===== config.mk =====
export PLATFORM = sky130hd
export DESIGN_NAME = trapezoidal_motion_shaper_core_flat
export DESIGN_NICKNAME = d
export VERILOG_FILES = /design/src/tms_pkg.sv /design/src/tms_if.sv /design/src/tms_mul.sv /design/src/tms_sqrt.sv /design/src/trapezoidal_motion_shaper_core.sv /design/src/flat_wrapper.sv
export SDC_FILE = /design/constraint.sdc
export NUM_CORES = 2
export LEC_CHECK = 0
export ABC_AREA = 1
export ABC_CLOCK_PERIOD_IN_PS = 7300
export BUFFER_PORTS_ARGS = -buffer_cell sky130_fd_sc_hd__buf_2
export CORE_MARGIN = 5
export CORE_UTILIZATION = 30
export DETAILED_ROUTE_END_ITERATION = 6
export SLEW_MARGIN = 20
export SYNTH_ARGS = -nofsm -noshare
export SYNTH_HDL_FRONTEND = slang
export SYNTH_SLANG_ARGS = --single-unit

===== constraint.sdc =====
create_clock -name clock -period 7.3 [get_ports clock]
set_input_delay 0.365 -clock clock [delete_from_list [all_inputs] [get_ports clock]]
set_output_delay 0.365 -clock clock [all_outputs]
set_load 0.1 [all_outputs]

===== src/tms_pkg.sv =====
`default_nettype none
// ----------------------------------------------------------------------------
// tms_pkg
// Shared widths, types and register indexes of the trapezoidal motion shaper.
// ----------------------------------------------------------------------------
package tms_pkg;

   localparam int unsigned DtShift       = 10;
   localparam int unsigned PosWidth      = 32;
   localparam int unsigned LimitWidth    = 31;
   localparam int unsigned CsrIndexWidth = 1;
   localparam int unsigned ProdWidth     = 2 * PosWidth;

   typedef logic signed [PosWidth-1:0]  pos_type;
   typedef logic [LimitWidth-1:0]       limit_type;
   typedef logic [CsrIndexWidth-1:0]    csr_index_type;
   typedef logic [ProdWidth-1:0]        prod_type;
   typedef logic [PosWidth-1:0]         word_type;

   localparam csr_index_type RegVelocityLimit = csr_index_type'(0);
   localparam csr_index_type RegAccelLimit    = csr_index_type'(1);

endpackage
`default_nettype wire


===== src/tms_if.sv =====
`default_nettype none
// ----------------------------------------------------------------------------
// tms_if
// Valid/ready channels of the motion shaper: goal, result and register write.
// ----------------------------------------------------------------------------
interface tms_req_if
   import tms_pkg::*;
   ();
   logic    valid;
   logic    ready;
   pos_type goal_position;

   modport source (output valid, output goal_position, input ready);
   modport sink (input valid, input goal_position, output ready);
endinterface

interface tms_rsp_if
   import tms_pkg::*;
   ();
   logic    valid;
   logic    ready;
   pos_type shaped_position;
   pos_type shaped_speed;
   logic    arrived;

   modport source (output valid, output shaped_position, output shaped_speed,
                   output arrived, input ready);
   modport sink (input valid, input shaped_position, input shaped_speed,
                 input arrived, output ready);
endinterface

interface tms_csr_if
   import tms_pkg::*;
   ();
   logic          valid;
   logic          ready;
   csr_index_type index;
   limit_type     data;

   modport source (output valid, output index, output data, input ready);
   modport sink (input valid, input index, input data, output ready);
endinterface
`default_nettype wire


===== src/tms_mul.sv =====
`default_nettype none
// ----------------------------------------------------------------------------
// tms_mul
// Bit-serial shift-and-add multiplier, one multiplier bit per cycle.
// ----------------------------------------------------------------------------
module tms_mul
   import tms_pkg::*;
(
   input  wire logic     clock,
   input  wire logic     reset,
   input  wire logic     start,
   input  wire word_type multiplicand,
   input  wire word_type multiplier,
   output logic          done,
   output prod_type      product
);

   localparam int unsigned CntWidth = $clog2(PosWidth);

   word_type                mcand_ff, mcand_in;
   word_type                hi_ff, hi_in;
   word_type                lo_ff, lo_in;
   logic [CntWidth-1:0]     cnt_ff, cnt_in;
   logic                    busy_ff, busy_in;
   logic                    done_ff, done_in;
   logic [PosWidth:0]       sum;

   always_comb begin
      sum      = {1'b0, hi_ff} + (lo_ff[0] ? {1'b0, mcand_ff} : '0);
      mcand_in = mcand_ff;
      hi_in    = hi_ff;
      lo_in    = lo_ff;
      cnt_in   = cnt_ff;
      busy_in  = busy_ff;
      done_in  = 1'b0;
      if (start) begin
         mcand_in = multiplicand;
         hi_in    = '0;
         lo_in    = multiplier;
         cnt_in   = '0;
         busy_in  = 1'b1;
      end else if (busy_ff) begin
         hi_in  = sum[PosWidth:1];
         lo_in  = {sum[0], lo_ff[PosWidth-1:1]};
         cnt_in = cnt_ff + 1'b1;
         if (cnt_ff == CntWidth'(PosWidth - 1)) begin
            busy_in = 1'b0;
            done_in = 1'b1;
         end
      end
   end

   always_ff @(posedge clock) begin
      mcand_ff <= mcand_in;
      hi_ff    <= hi_in;
      lo_ff    <= lo_in;
      cnt_ff   <= cnt_in;
      if (reset) begin
         busy_ff <= 1'b0;
         done_ff <= 1'b0;
      end else begin
         busy_ff <= busy_in;
         done_ff <= done_in;
      end
   end

   assign done    = done_ff;
   assign product = {hi_ff, lo_ff};

endmodule
`default_nettype wire


===== src/tms_sqrt.sv =====
`default_nettype none
// ----------------------------------------------------------------------------
// tms_sqrt
// Digit-serial integer square root, two radicand bits and one root bit a cycle.
// ----------------------------------------------------------------------------
module tms_sqrt
   import tms_pkg::*;
(
   input  wire logic     clock,
   input  wire logic     reset,
   input  wire logic     start,
   input  wire prod_type radicand,
   output logic          done,
   output word_type      root
);

   localparam int unsigned CntWidth = $clog2(PosWidth);
   localparam int unsigned RemWidth = PosWidth + 1;
   localparam int unsigned CurWidth = RemWidth + 2;

   prod_type                rad_ff, rad_in;
   logic [RemWidth-1:0]     rem_ff, rem_in;
   word_type                root_ff, root_in;
   logic [CntWidth-1:0]     cnt_ff, cnt_in;
   logic                    busy_ff, busy_in;
   logic                    done_ff, done_in;
   logic [CurWidth-1:0]     cur;
   logic [CurWidth-1:0]     trial;
   logic [CurWidth:0]       diff;
   logic                    fits;

   always_comb begin
      cur     = {rem_ff, rad_ff[ProdWidth-1 -: 2]};
      trial   = {1'b0, root_ff, 2'b01};
      diff    = {1'b0, cur} - {1'b0, trial};
      fits    = ~diff[CurWidth];
      rad_in  = rad_ff;
      rem_in  = rem_ff;
      root_in = root_ff;
      cnt_in  = cnt_ff;
      busy_in = busy_ff;
      done_in = 1'b0;
      if (start) begin
         rad_in  = radicand;
         rem_in  = '0;
         root_in = '0;
         cnt_in  = '0;
         busy_in = 1'b1;
      end else if (busy_ff) begin
         rad_in  = {rad_ff[ProdWidth-3:0], 2'b00};
         rem_in  = fits ? diff[RemWidth-1:0] : cur[RemWidth-1:0];
         root_in = {root_ff[PosWidth-2:0], fits};
         cnt_in  = cnt_ff + 1'b1;
         if (cnt_ff == CntWidth'(PosWidth - 1)) begin
            busy_in = 1'b0;
            done_in = 1'b1;
         end
      end
   end

   always_ff @(posedge clock) begin
      rad_ff  <= rad_in;
      rem_ff  <= rem_in;
      root_ff <= root_in;
      cnt_ff  <= cnt_in;
      if (reset) begin
         busy_ff <= 1'b0;
         done_ff <= 1'b0;
      end else begin
         busy_ff <= busy_in;
         done_ff <= done_in;
      end
   end

   assign done = done_ff;
   assign root = root_ff;

endmodule
`default_nettype wire


===== src/trapezoidal_motion_shaper_core.sv =====
`default_nettype none
// ----------------------------------------------------------------------------
// trapezoidal_motion_shaper_core
// Shapes a stream of goal positions into a trapezoidal velocity profile.
//
//   Channel  Direction  Beat contents
//   req_ch   in         goal_position
//   rsp_ch   out        shaped_position, shaped_speed, arrived
//   csr_ch   in         index (0 velocity_limit, 1 accel_limit), data
//
// A goal beat is taken in S_IDLE. A tick that snaps on the tolerance test then
// passes S_DIST, S_ABS and S_CHECK and goes straight to S_FIN; any other tick
// also runs the serial multiplier and then the serial square root, one after
// the other, and the steps from S_ALLOW to S_REM before S_FIN.
// One tick is in flight at a time; the next goal is taken while the result
// beat still waits in the output register, and a stalled result beat holds
// the following tick in its last state until the output register frees.
// Reset clears both limits, the position, the speed and the control state.
// ----------------------------------------------------------------------------
module trapezoidal_motion_shaper_core
   import tms_pkg::*;
(
   input  wire logic clock,
   input  wire logic reset,
   tms_req_if.sink   req_ch,
   tms_rsp_if.source rsp_ch,
   tms_csr_if.sink   csr_ch
);

   localparam logic [3:0] S_IDLE  = 4'd0;
   localparam logic [3:0] S_DIST  = 4'd1;
   localparam logic [3:0] S_ABS   = 4'd2;
   localparam logic [3:0] S_CHECK = 4'd3;
   localparam logic [3:0] S_MUL   = 4'd4;
   localparam logic [3:0] S_SQRT  = 4'd5;
   localparam logic [3:0] S_ALLOW = 4'd6;
   localparam logic [3:0] S_DV    = 4'd7;
   localparam logic [3:0] S_SPD   = 4'd8;
   localparam logic [3:0] S_STEP  = 4'd9;
   localparam logic [3:0] S_NEXT  = 4'd10;
   localparam logic [3:0] S_REM   = 4'd11;
   localparam logic [3:0] S_FIN   = 4'd12;

   localparam logic signed [PosWidth:0] StepBias = (33'sd1 <<< DtShift) - 33'sd1;

   logic [3:0]              state_ff, state_in;
   limit_type               vel_ff, vel_in;
   limit_type               acc_ff, acc_in;
   pos_type                 pos_ff, pos_in;
   pos_type                 spd_ff, spd_in;
   pos_type                 goal_ff, goal_in;
   logic signed [PosWidth:0] dist_ff, dist_in;
   word_type                abs_ff, abs_in;
   pos_type                 desired_ff, desired_in;
   logic signed [PosWidth:0] dv_ff, dv_in;
   pos_type                 step_ff, step_in;
   pos_type                 next_ff, next_in;
   pos_type                 res_pos_ff, res_pos_in;
   pos_type                 res_spd_ff, res_spd_in;
   logic                    res_arr_ff, res_arr_in;
   pos_type                 out_pos_ff, out_pos_in;
   pos_type                 out_spd_ff, out_spd_in;
   logic                    out_arr_ff, out_arr_in;
   logic                    out_valid_ff, out_valid_in;

   logic                    mul_start;
   logic                    mul_done;
   prod_type                mul_product;
   logic                    sqrt_start;
   logic                    sqrt_done;
   word_type                sqrt_root;

   limit_type               tol;
   limit_type               max_dv;
   limit_type               allowed;
   logic signed [PosWidth:0] max_dv_s;
   logic signed [PosWidth:0] neg_max_dv;
   logic signed [PosWidth:0] dv_clamped;
   logic signed [PosWidth:0] wide_sum;
   logic signed [PosWidth:0] rem;
   logic                    out_free;
   logic                    tick_snap;

   tms_mul u_mul (
      .clock        (clock),
      .reset        (reset),
      .start        (mul_start),
      .multiplicand ({acc_ff, 1'b0}),
      .multiplier   (abs_ff),
      .done         (mul_done),
      .product      (mul_product)
   );

   tms_sqrt u_sqrt (
      .clock    (clock),
      .reset    (reset),
      .start    (sqrt_start),
      .radicand (mul_product),
      .done     (sqrt_done),
      .root     (sqrt_root)
   );

   assign req_ch.ready = (state_ff == S_IDLE);
   assign csr_ch.ready = 1'b1;
   assign rsp_ch.valid = out_valid_ff;
   assign rsp_ch.shaped_position = out_pos_ff;
   assign rsp_ch.shaped_speed    = out_spd_ff;
   assign rsp_ch.arrived         = out_arr_ff;

   always_comb begin
      tol        = vel_ff >> (DtShift + 1);
      max_dv     = acc_ff >> DtShift;
      max_dv_s   = {2'b00, max_dv};
      neg_max_dv = -max_dv_s;
      allowed    = ({1'b0, vel_ff} < sqrt_root) ? vel_ff : sqrt_root[LimitWidth-1:0];
      out_free   = ~out_valid_ff | rsp_ch.ready;
      mul_start  = 1'b0;
      sqrt_start = 1'b0;
      dv_clamped = dv_ff;
      wide_sum   = '0;
      rem        = '0;
      tick_snap  = 1'b0;

      state_in     = state_ff;
      vel_in       = vel_ff;
      acc_in       = acc_ff;
      pos_in       = pos_ff;
      spd_in       = spd_ff;
      goal_in      = goal_ff;
      dist_in      = dist_ff;
      abs_in       = abs_ff;
      desired_in   = desired_ff;
      dv_in        = dv_ff;
      step_in      = step_ff;
      next_in      = next_ff;
      res_pos_in   = res_pos_ff;
      res_spd_in   = res_spd_ff;
      res_arr_in   = res_arr_ff;
      out_pos_in   = out_pos_ff;
      out_spd_in   = out_spd_ff;
      out_arr_in   = out_arr_ff;
      out_valid_in = out_valid_ff & ~rsp_ch.ready;

      if (csr_ch.valid) begin
         unique case (csr_ch.index)
            RegVelocityLimit: vel_in = csr_ch.data;
            RegAccelLimit:    acc_in = csr_ch.data;
            default:          vel_in = vel_ff;
         endcase
      end

      unique case (state_ff)
         S_IDLE: begin
            if (req_ch.valid) begin
               goal_in  = req_ch.goal_position;
               state_in = S_DIST;
            end
         end
         S_DIST: begin
            dist_in  = {goal_ff[PosWidth-1], goal_ff} - {pos_ff[PosWidth-1], pos_ff};
            state_in = S_ABS;
         end
         S_ABS: begin
            abs_in   = dist_ff[PosWidth] ? word_type'(-dist_ff) : dist_ff[PosWidth-1:0];
            state_in = S_CHECK;
         end
         S_CHECK: begin
            if (abs_ff <= {1'b0, tol}) begin
               res_pos_in = goal_ff;
               res_spd_in = '0;
               res_arr_in = 1'b1;
               state_in   = S_FIN;
            end else begin
               mul_start = 1'b1;
               state_in  = S_MUL;
            end
         end
         S_MUL: begin
            if (mul_done) begin
               sqrt_start = 1'b1;
               state_in   = S_SQRT;
            end
         end
         S_SQRT: begin
            if (sqrt_done) begin
               state_in = S_ALLOW;
            end
         end
         S_ALLOW: begin
            desired_in = dist_ff[PosWidth] ? -pos_type'({1'b0, allowed})
                                           : pos_type'({1'b0, allowed});
            state_in   = S_DV;
         end
         S_DV: begin
            dv_in    = {desired_ff[PosWidth-1], desired_ff} - {spd_ff[PosWidth-1], spd_ff};
            state_in = S_SPD;
         end
         S_SPD: begin
            priority if (dv_ff > max_dv_s) begin
               dv_clamped = max_dv_s;
            end else if (dv_ff < neg_max_dv) begin
               dv_clamped = neg_max_dv;
            end else begin
               dv_clamped = dv_ff;
            end
            wide_sum   = {spd_ff[PosWidth-1], spd_ff} + dv_clamped;
            res_spd_in = wide_sum[PosWidth-1:0];
            state_in   = S_STEP;
         end
         S_STEP: begin
            wide_sum = {res_spd_ff[PosWidth-1], res_spd_ff}
                       + (res_spd_ff[PosWidth-1] ? StepBias : '0);
            wide_sum = wide_sum >>> DtShift;
            step_in  = wide_sum[PosWidth-1:0];
            state_in = S_NEXT;
         end
         S_NEXT: begin
            wide_sum = {pos_ff[PosWidth-1], pos_ff} + {step_ff[PosWidth-1], step_ff};
            if (wide_sum[PosWidth] != wide_sum[PosWidth-1]) begin
               next_in = wide_sum[PosWidth] ? {1'b1, {(PosWidth-1){1'b0}}}
                                            : {1'b0, {(PosWidth-1){1'b1}}};
            end else begin
               next_in = wide_sum[PosWidth-1:0];
            end
            state_in = S_REM;
         end
         S_REM: begin
            rem       = {goal_ff[PosWidth-1], goal_ff} - {next_ff[PosWidth-1], next_ff};
            tick_snap = (rem == '0) || (rem[PosWidth] != dist_ff[PosWidth]);
            if (tick_snap) begin
               res_pos_in = goal_ff;
               res_spd_in = '0;
               res_arr_in = 1'b1;
            end else begin
               res_pos_in = next_ff;
               res_arr_in = 1'b0;
            end
            state_in = S_FIN;
         end
         S_FIN: begin
            if (out_free) begin
               pos_in       = res_pos_ff;
               spd_in       = res_spd_ff;
               out_pos_in   = res_pos_ff;
               out_spd_in   = res_spd_ff;
               out_arr_in   = res_arr_ff;
               out_valid_in = 1'b1;
               state_in     = S_IDLE;
            end
         end
         default: begin
            state_in = S_IDLE;
         end
      endcase
   end

   always_ff @(posedge clock) begin
      goal_ff    <= goal_in;
      dist_ff    <= dist_in;
      abs_ff     <= abs_in;
      desired_ff <= desired_in;
      dv_ff      <= dv_in;
      step_ff    <= step_in;
      next_ff    <= next_in;
      res_pos_ff <= res_pos_in;
      res_spd_ff <= res_spd_in;
      res_arr_ff <= res_arr_in;
      out_pos_ff <= out_pos_in;
      out_spd_ff <= out_spd_in;
      out_arr_ff <= out_arr_in;
      if (reset) begin
         state_ff     <= S_IDLE;
         vel_ff       <= '0;
         acc_ff       <= '0;
         pos_ff       <= '0;
         spd_ff       <= '0;
         out_valid_ff <= 1'b0;
      end else begin
         state_ff     <= state_in;
         vel_ff       <= vel_in;
         acc_ff       <= acc_in;
         pos_ff       <= pos_in;
         spd_ff       <= spd_in;
         out_valid_ff <= out_valid_in;
      end
   end

endmodule
`default_nettype wire


===== src/flat_wrapper.sv =====
// flat-port wrapper written by rule: the top's interface ports become plain ports
module trapezoidal_motion_shaper_core_flat import tms_pkg::*;
  (clock, reset, req_ch_valid, req_ch_goal_position, req_ch_ready, rsp_ch_valid, rsp_ch_shaped_position, rsp_ch_shaped_speed, rsp_ch_arrived, rsp_ch_ready, csr_ch_valid, csr_ch_index, csr_ch_data, csr_ch_ready);
  tms_req_if req_ch_i ();
  tms_rsp_if rsp_ch_i ();
  tms_csr_if csr_ch_i ();
  input  wire logic clock;
  input  wire logic reset;
  input wire logic [$bits(req_ch_i.valid)-1:0] req_ch_valid;
  input wire logic [$bits(req_ch_i.goal_position)-1:0] req_ch_goal_position;
  output wire logic [$bits(req_ch_i.ready)-1:0] req_ch_ready;
  output wire logic [$bits(rsp_ch_i.valid)-1:0] rsp_ch_valid;
  output wire logic [$bits(rsp_ch_i.shaped_position)-1:0] rsp_ch_shaped_position;
  output wire logic [$bits(rsp_ch_i.shaped_speed)-1:0] rsp_ch_shaped_speed;
  output wire logic [$bits(rsp_ch_i.arrived)-1:0] rsp_ch_arrived;
  input wire logic [$bits(rsp_ch_i.ready)-1:0] rsp_ch_ready;
  input wire logic [$bits(csr_ch_i.valid)-1:0] csr_ch_valid;
  input wire logic [$bits(csr_ch_i.index)-1:0] csr_ch_index;
  input wire logic [$bits(csr_ch_i.data)-1:0] csr_ch_data;
  output wire logic [$bits(csr_ch_i.ready)-1:0] csr_ch_ready;
  assign req_ch_i.valid = req_ch_valid;
  assign req_ch_i.goal_position = req_ch_goal_position;
  assign req_ch_ready = req_ch_i.ready;
  assign rsp_ch_valid = rsp_ch_i.valid;
  assign rsp_ch_shaped_position = rsp_ch_i.shaped_position;
  assign rsp_ch_shaped_speed = rsp_ch_i.shaped_speed;
  assign rsp_ch_arrived = rsp_ch_i.arrived;
  assign rsp_ch_i.ready = rsp_ch_ready;
  assign csr_ch_i.valid = csr_ch_valid;
  assign csr_ch_i.index = csr_ch_index;
  assign csr_ch_i.data = csr_ch_data;
  assign csr_ch_ready = csr_ch_i.ready;
  trapezoidal_motion_shaper_core u_core (.clock(clock), .reset(reset), .req_ch(req_ch_i), .rsp_ch(rsp_ch_i), .csr_ch(csr_ch_i));
endmodule

* After elaboration in Yosys (flattened, before gate mapping) *
Cells that the tools add are included.

word-level totals
  register bits after elaboration = 716
  output and inout port bits = 68
  bits of input ports = 69

operators by class
  reductions and logical operators = 16
  bitwise logic cells = 8
  multiplexer cells = 44
  add/subtract/negate cells = 13
  order comparisons = 4
  eq/ne operators = 22

operator list
  cell                                            count
  2-to-1 mux 32 bit                               13
  2-to-1 mux 64 bit                               2
  subtractor 32 x 32 -> 33 bit                    3
  one-hot mux 32 bit (3 select lines)             1
  one-hot mux 32 bit (2 select lines)             1
  2-to-1 mux 31 bit                               2
  one-hot mux 4 bit (13 select lines)             1
  subtractor 35 x 34 -> 36 bit                    1
  adder 32 x 11 -> 33 bit                         1
  adder 32 x 23 -> 33 bit                         1
  adder 32 x 33 -> 33 bit                         1
  greater-than comparator 33 x 22 -> 1 bit        1
  zero test 33 bit                                1
  < comparator 33 bit                             1
  2-to-1 mux 33 bit                               1
  negator 21 -> 33 bit                            1
  adder 32 bit                                    1
  <= comparator 32 x 20 -> 1 bit                  1
  < comparator 31 x 32 -> 1 bit                   1
  negator 31 -> 32 bit                            1
  negator 32 bit                                  1
  == test 4 bit (second input constant)           5
  2-to-1 mux 4 bit                                5
  == test 4 x 3 -> 1 bit (second input constant)  4
  other kinds (21)                                56

* Depth between registers and ports, before layout *
  depth in word-level cells = 7
  gate-level depth with buffers = 44
  gate-level depth less buffers = 43

* Hierarchy *
Synthesis repeated with hierarchy kept, for this count alone.

second synthesis, totals
  cell total of the unflattened synthesis = 5,882
  area, all modules = 45,473.6 um2

modules (own cells, without submodules)
  module                          seq. area each (um2)  times used  cells an instance  area each (um2)
  trapezoidal_motion_shaper_core  13,042.5              1           3,832              31,226.2
  tms_sqrt                        3,363.2               1           1,170              8,023.9
  tms_mul                         2,702.6               1           880                6,223.5

* Worst setup path after synthesis *
OpenSTA, ideal clock, no wires.

  path type = flip-flop to flip-flop
  start = reg u_core.acc_ff[11]
  end = reg u_core.res_spd_ff[24], data pin
  arrival = 5.757 ns
  setup time = 0.254 ns
  cell stages (with the launch flop) = 44
  data required time = 7.046 ns
  slack = 1.289 ns
  buffers on the path = 1
  period minus slack after synthesis = 6.011 ns
  cells stage by stage = dfxtp_1 inv_1 ha_1 nand3_1 nor3_1 nand2_1 nor2_1 nand2_1 inv_1 nand2_1 nor2_1 nand4_1 nor2_1 nand4_1 inv_1 ha_1 nand2_1 nor4_1 [8 not listed] nand2_1 o21ai_0 ha_1 inv_1 fa_1 inv_1 nand2_1 a21oi_1 a21oi_1 o21ai_0 a21oi_1 inv_1 nand2_1 nand2_1 a21oi_1 o21ai_0 a21oi_1 o21a_1

between the ends
  cells in the longest elaborated chain, start to end = 7
  elaborated cells between the ends (all ways) = 8

ends and longest elaborated chain
  element                                  RTL line                               source
  start: declaration                       trapezoidal_motion_shaper_core.sv:48   limit_type acc_ff, acc_in;
  start signal: assignment                 trapezoidal_motion_shaper_core.sv:281  acc_ff <= acc_in;
  negator 21 -> 33 bit                     trapezoidal_motion_shaper_core.sv:114  neg_max_dv = -max_dv_s;
  < comparator 33 bit                      trapezoidal_motion_shaper_core.sv:201  end else if (dv_ff < neg_max_dv) begin
  2-to-1 mux 32 bit                        trapezoidal_motion_shaper_core.sv:201
  2-to-1 mux 32 bit (*)                    trapezoidal_motion_shaper_core.sv:199  priority if (dv_ff > max_dv_s) begin
  2-to-1 mux 32 bit (*)                    trapezoidal_motion_shaper_core.sv:152  unique case (state_ff)
  adder 32 bit (*)                         trapezoidal_motion_shaper_core.sv:206  wide_sum = {spd_ff[PosWidth-1], spd_ff} + dv_clamped;
  one-hot mux 32 bit (3 select lines) (*)  trapezoidal_motion_shaper_core.sv:152
  end signal: assignment                   trapezoidal_motion_shaper_core.sv:266  res_spd_ff <= res_spd_in;
  end: declaration                         trapezoidal_motion_shaper_core.sv:59   pos_type res_spd_ff, res_spd_in;

Every way passes the cells marked *; elsewhere a longest branch is shown, timed or not. The select of a mux whose other input is x is not followed.
A chain may end at the register's enable or synchronous reset.

* Worst setup path after layout *
  start = reg u_core.acc_ff[10]
  end = reg u_core.res_spd_ff[24], data pin

The elaborated chain is that of the path after synthesis.

==> key figures <==
Run status
  • Outcome: completed

Die
  • Core box area: 146000 µm²
  • I/O Pins: 137
  • Die height: 393 µm
  • Die area: 154000 µm²
  • Initial Utilization: 30.2%
  • Die width: 393 µm
  • Num rows: 140

Clocking
  • CTS tree: built
  • Total CTS buffers: 81
  • Clk sinks: 716
  • Worst skew pair latency: 0.69 ns
  • CTS clk-pin slew, worst paths: 0.06 ns
  • H-tree depth: 3
  • CTS Buffer Depth: 3
  • Clock tree root driver cell: clkbuf_16

Route
  • Vias per inst: 5.03
  • Vias: 38000
  • Antenna-violating nets left: 0
  • Detailed Routing Iterations Pass 1: 7
  • Routed WL: 142000 µm
  • Starting DRT DRC Count: 3323
  • DRC Markers: 0
  • WL/cell: 18.7 µm

Timing
  • Crit share post-route: 91.0%
  • Worst slew pin tran: 1.09 ns
  • Fin crit period: 6.64 ns
  • Setup TNS: 0 ns
  • Max Fclk: 151 MHz
  • RSZ-0062 raised after global routing: false
  • Slew headroom: 27.3%
  • Slew Limit Fails: 0
  • Final worst setup slack: 0.658 ns
  • Final setup violation count: 0
  • Fin. Hold Viols: 0
  • Final Skew: 0.0333 ns

Yosys
  • Dominant cells by area after synthesis: edfxtp_1 32%, dfxtp_1 11%, ha_1 9.7%, nand2_1 9.7%, inv_1 6.5%
  • Async SR Flop Fraction: 0%
  • Synth cell types: 63
  • Synth Instances: 5397
  • Average size of a mapped cell: 8.15 µm²
  • FF+latch count, synth: 716
  • Synth Flop Type: edfxtp_1
  • Synth Warn #: 0
  • Syn nets: 5813
  • Top cell type's share of synthesized area: 32.4%
  • Synthesized area: 44000 µm²
  • Area leader, netlist: edfxtp_1
  • Seq/Total Area, Yosys: 43.4%
  • EDFF count, synth: 474

Worst hold path
  • Hold-critical path depth: 3
  • Min-Delay Path Class: input pin to flop

GRT
  • Number of global-route vias before repair: 35500
  • Largest net degree at the start of global routing: 91
  • First-pass GRT wire length: 212000 µm
  • Initial antenna violation count: 5
  • All-layer global routing usage: 17.8%
  • Overflow after GRT: 0

Placed design
  • I/O Buffers: 135
  • Final HPWL DP: 110000 µm
  • Final Wtd Congestion: 0.966
  • Setup WS pre-CTS: 0.367 ns

Critical path
  • Kind of critical path: flop to flop
  • Crit-path max cell delay: 0.34 ns
  • CP max-delay cell: ha_1
  • CP bufs+invs: 9
  • Element type at the critical path end: flop
  • Worst Path Required: 7.73 ns
  • Startpoint Class: flop
  • CP arrival: 7.07 ns
  • Reg2Reg Depth: 41
  • Worst-path fanout max: 16
  • Levels on crit path: 41
  • Worst path most repeated cell: nand2_1
  • Largest delay share family, worst path: compound AO/OA/AOI/OAI gates

Power and ir drop
  • PD cells: 254 nW/µm²
  • Maximum VDD drop: 0.181 mV
  • Total power: 12.7 mW
  • Static Leakage: 22.1 nW

Final layout
  • Synthesis-to-layout area growth: 13.9%
  • Fillers: 15200
  • Multi-input logic area: 21500 µm²
  • Register Area: 19100 µm²
  • Layout cells sized above 1: 6.90%
  • Final #Nets: 5983

Flow run
  • Maxcap violations: 0
==> cell usage after synthesis, drive strengths merged, types with 26 or more instances <==
library cell	number
o221ai	26
buf	26
nor3	61
xor2	142
nand4	82
ha	342
a22oi	35
nand3	167
clkbuf	111
nor2	440
a31oi	37
o21ai	479
o21bai	30
dfxtp	242
inv	764
edfxtp	474
nand2	1142
o21a	38
xnor2	68
a21oi	493
==> layer usage <==
| metal | vias to the layer above | GRT usage, % | part of all wire (%) |
|---|---|---|---|
| met4 | 0 | 5.44 | 3.3 |
| met1 | 17900 | 25.2 | 47 |
| met3 | 211 | 2.86 | 6.5 |
| li1 | 18700 | - | - |
| met5 | - | 0 | 0 |
| met2 | 1172 | 27.8 | 44 |
==> logic make-up after synthesis <==
| logic type | count (synthesis) | share of synthesized area [%] |
|---|---|---|
| simple gates | 1966 | 18.6 |
| compound gates | 1249 | 16.0 |
| buf+inv | 908 | 7.90 |
| flops | 716 | 43.4 |
| fa+ha+maj | 347 | 9.96 |
| xor+xnor | 210 | 4.18 |
| other cells | 1 | 0.00853 |
==> final timing paths <==
check / start / endpoint / slack (ns)
min reg2reg: u_core.res_arr_ff / u_core.rsp_ch.arrived / 0.43
max reg2reg: u_core.acc_ff[10] / u_core.res_spd_ff[24] / 0.66
min: csr_ch_data[14] / u_core.vel_ff[14] / 0.11
max: u_core.acc_ff[10] / u_core.res_spd_ff[24] / 0.66
==> power breakdown <==
part	internal (mW)	switching, mW
Combinational	1.14	2.30
Sequential	4.77	0.286
Clock	2.40	1.80
==> per-stage QoR <==
| step | utilization [%] | hold WS (ns) | instances | cell area (µm²) |
|---|---|---|---|---|
| finish | 34.4 | 0.106 | 7555 | 50100 |
| global route | 34.4 | 0.0866 | 7553 | 50100 |
| CTS | 34.3 | 0.0356 | 7549 | 50000 |
| detailed placement | 32.1 | 0.417 | 7350 | 46800 |
| global placement | 32.1 | 0.405 | 7350 | 46800 |
| floorplan | - | 0.400 | 5397 | 44000 |
==> worst reg2reg max path: cells and delay by family (launching register included) <==
family,cells,cell delay (ns)
AOI/OAI and AO/OA,12,2.11
adders and majority gates,3,0.78
buffers and inverters,9,1.16
DFF,1,0.33
and+or+nand+nor,17,2.03
==> cell usage in the layout, fill, tap and decap left out, types with 21 or more instances in the layout <==
master,n
nand2_1,1129
inv_1,757
a21oi_1,492
edfxtp_1,474
o21ai_0,444
nor2_1,422
ha_1,342
dfxtp_1,241
nand3_1,162
xor2_1,142
buf_2,135
clkbuf_16,83
nand4_1,81
xnor2_1,68
nor3_1,59
dlygate4sd3_1,47
buf_4,41
o21a_1,38
a31oi_1,37
a22oi_1,35
o21bai_1,30
o21ai_1,28
o221ai_1,26
nand3b_1,22
or2_2,21
o211ai_1,21
==> area by class of cell <==
type	count	share of cell area, %
Inverter	771	5.79
Multi-Input combinational cell	3773	43.0
Clock buffer	107	4.47
Sequential cell	716	38.1
Clock inverter	45	0.919
Tap cell	1917	4.79
Timing Repair Buffer	224	2.96
Antenna cell	2	0.00999
==> sequential cells by signal (all words and copies together) (netlist names), 33 cells and up <==
register	count
u_core.dist_ff	33
u_core.dv_ff	33
u_core.u_sqrt.rad_ff	64
u_core.u_sqrt.rem_ff	33
==> timing repair <==
action / CTS / global route
buffers inserted: 0 / 3
hold endpoints to repair: 57 / 0
hold buffers: 47 / 0
setup endpoints to repair: 0 / 19
resized for setup: 0 / 9
Power figures use the tool's default switching activity.
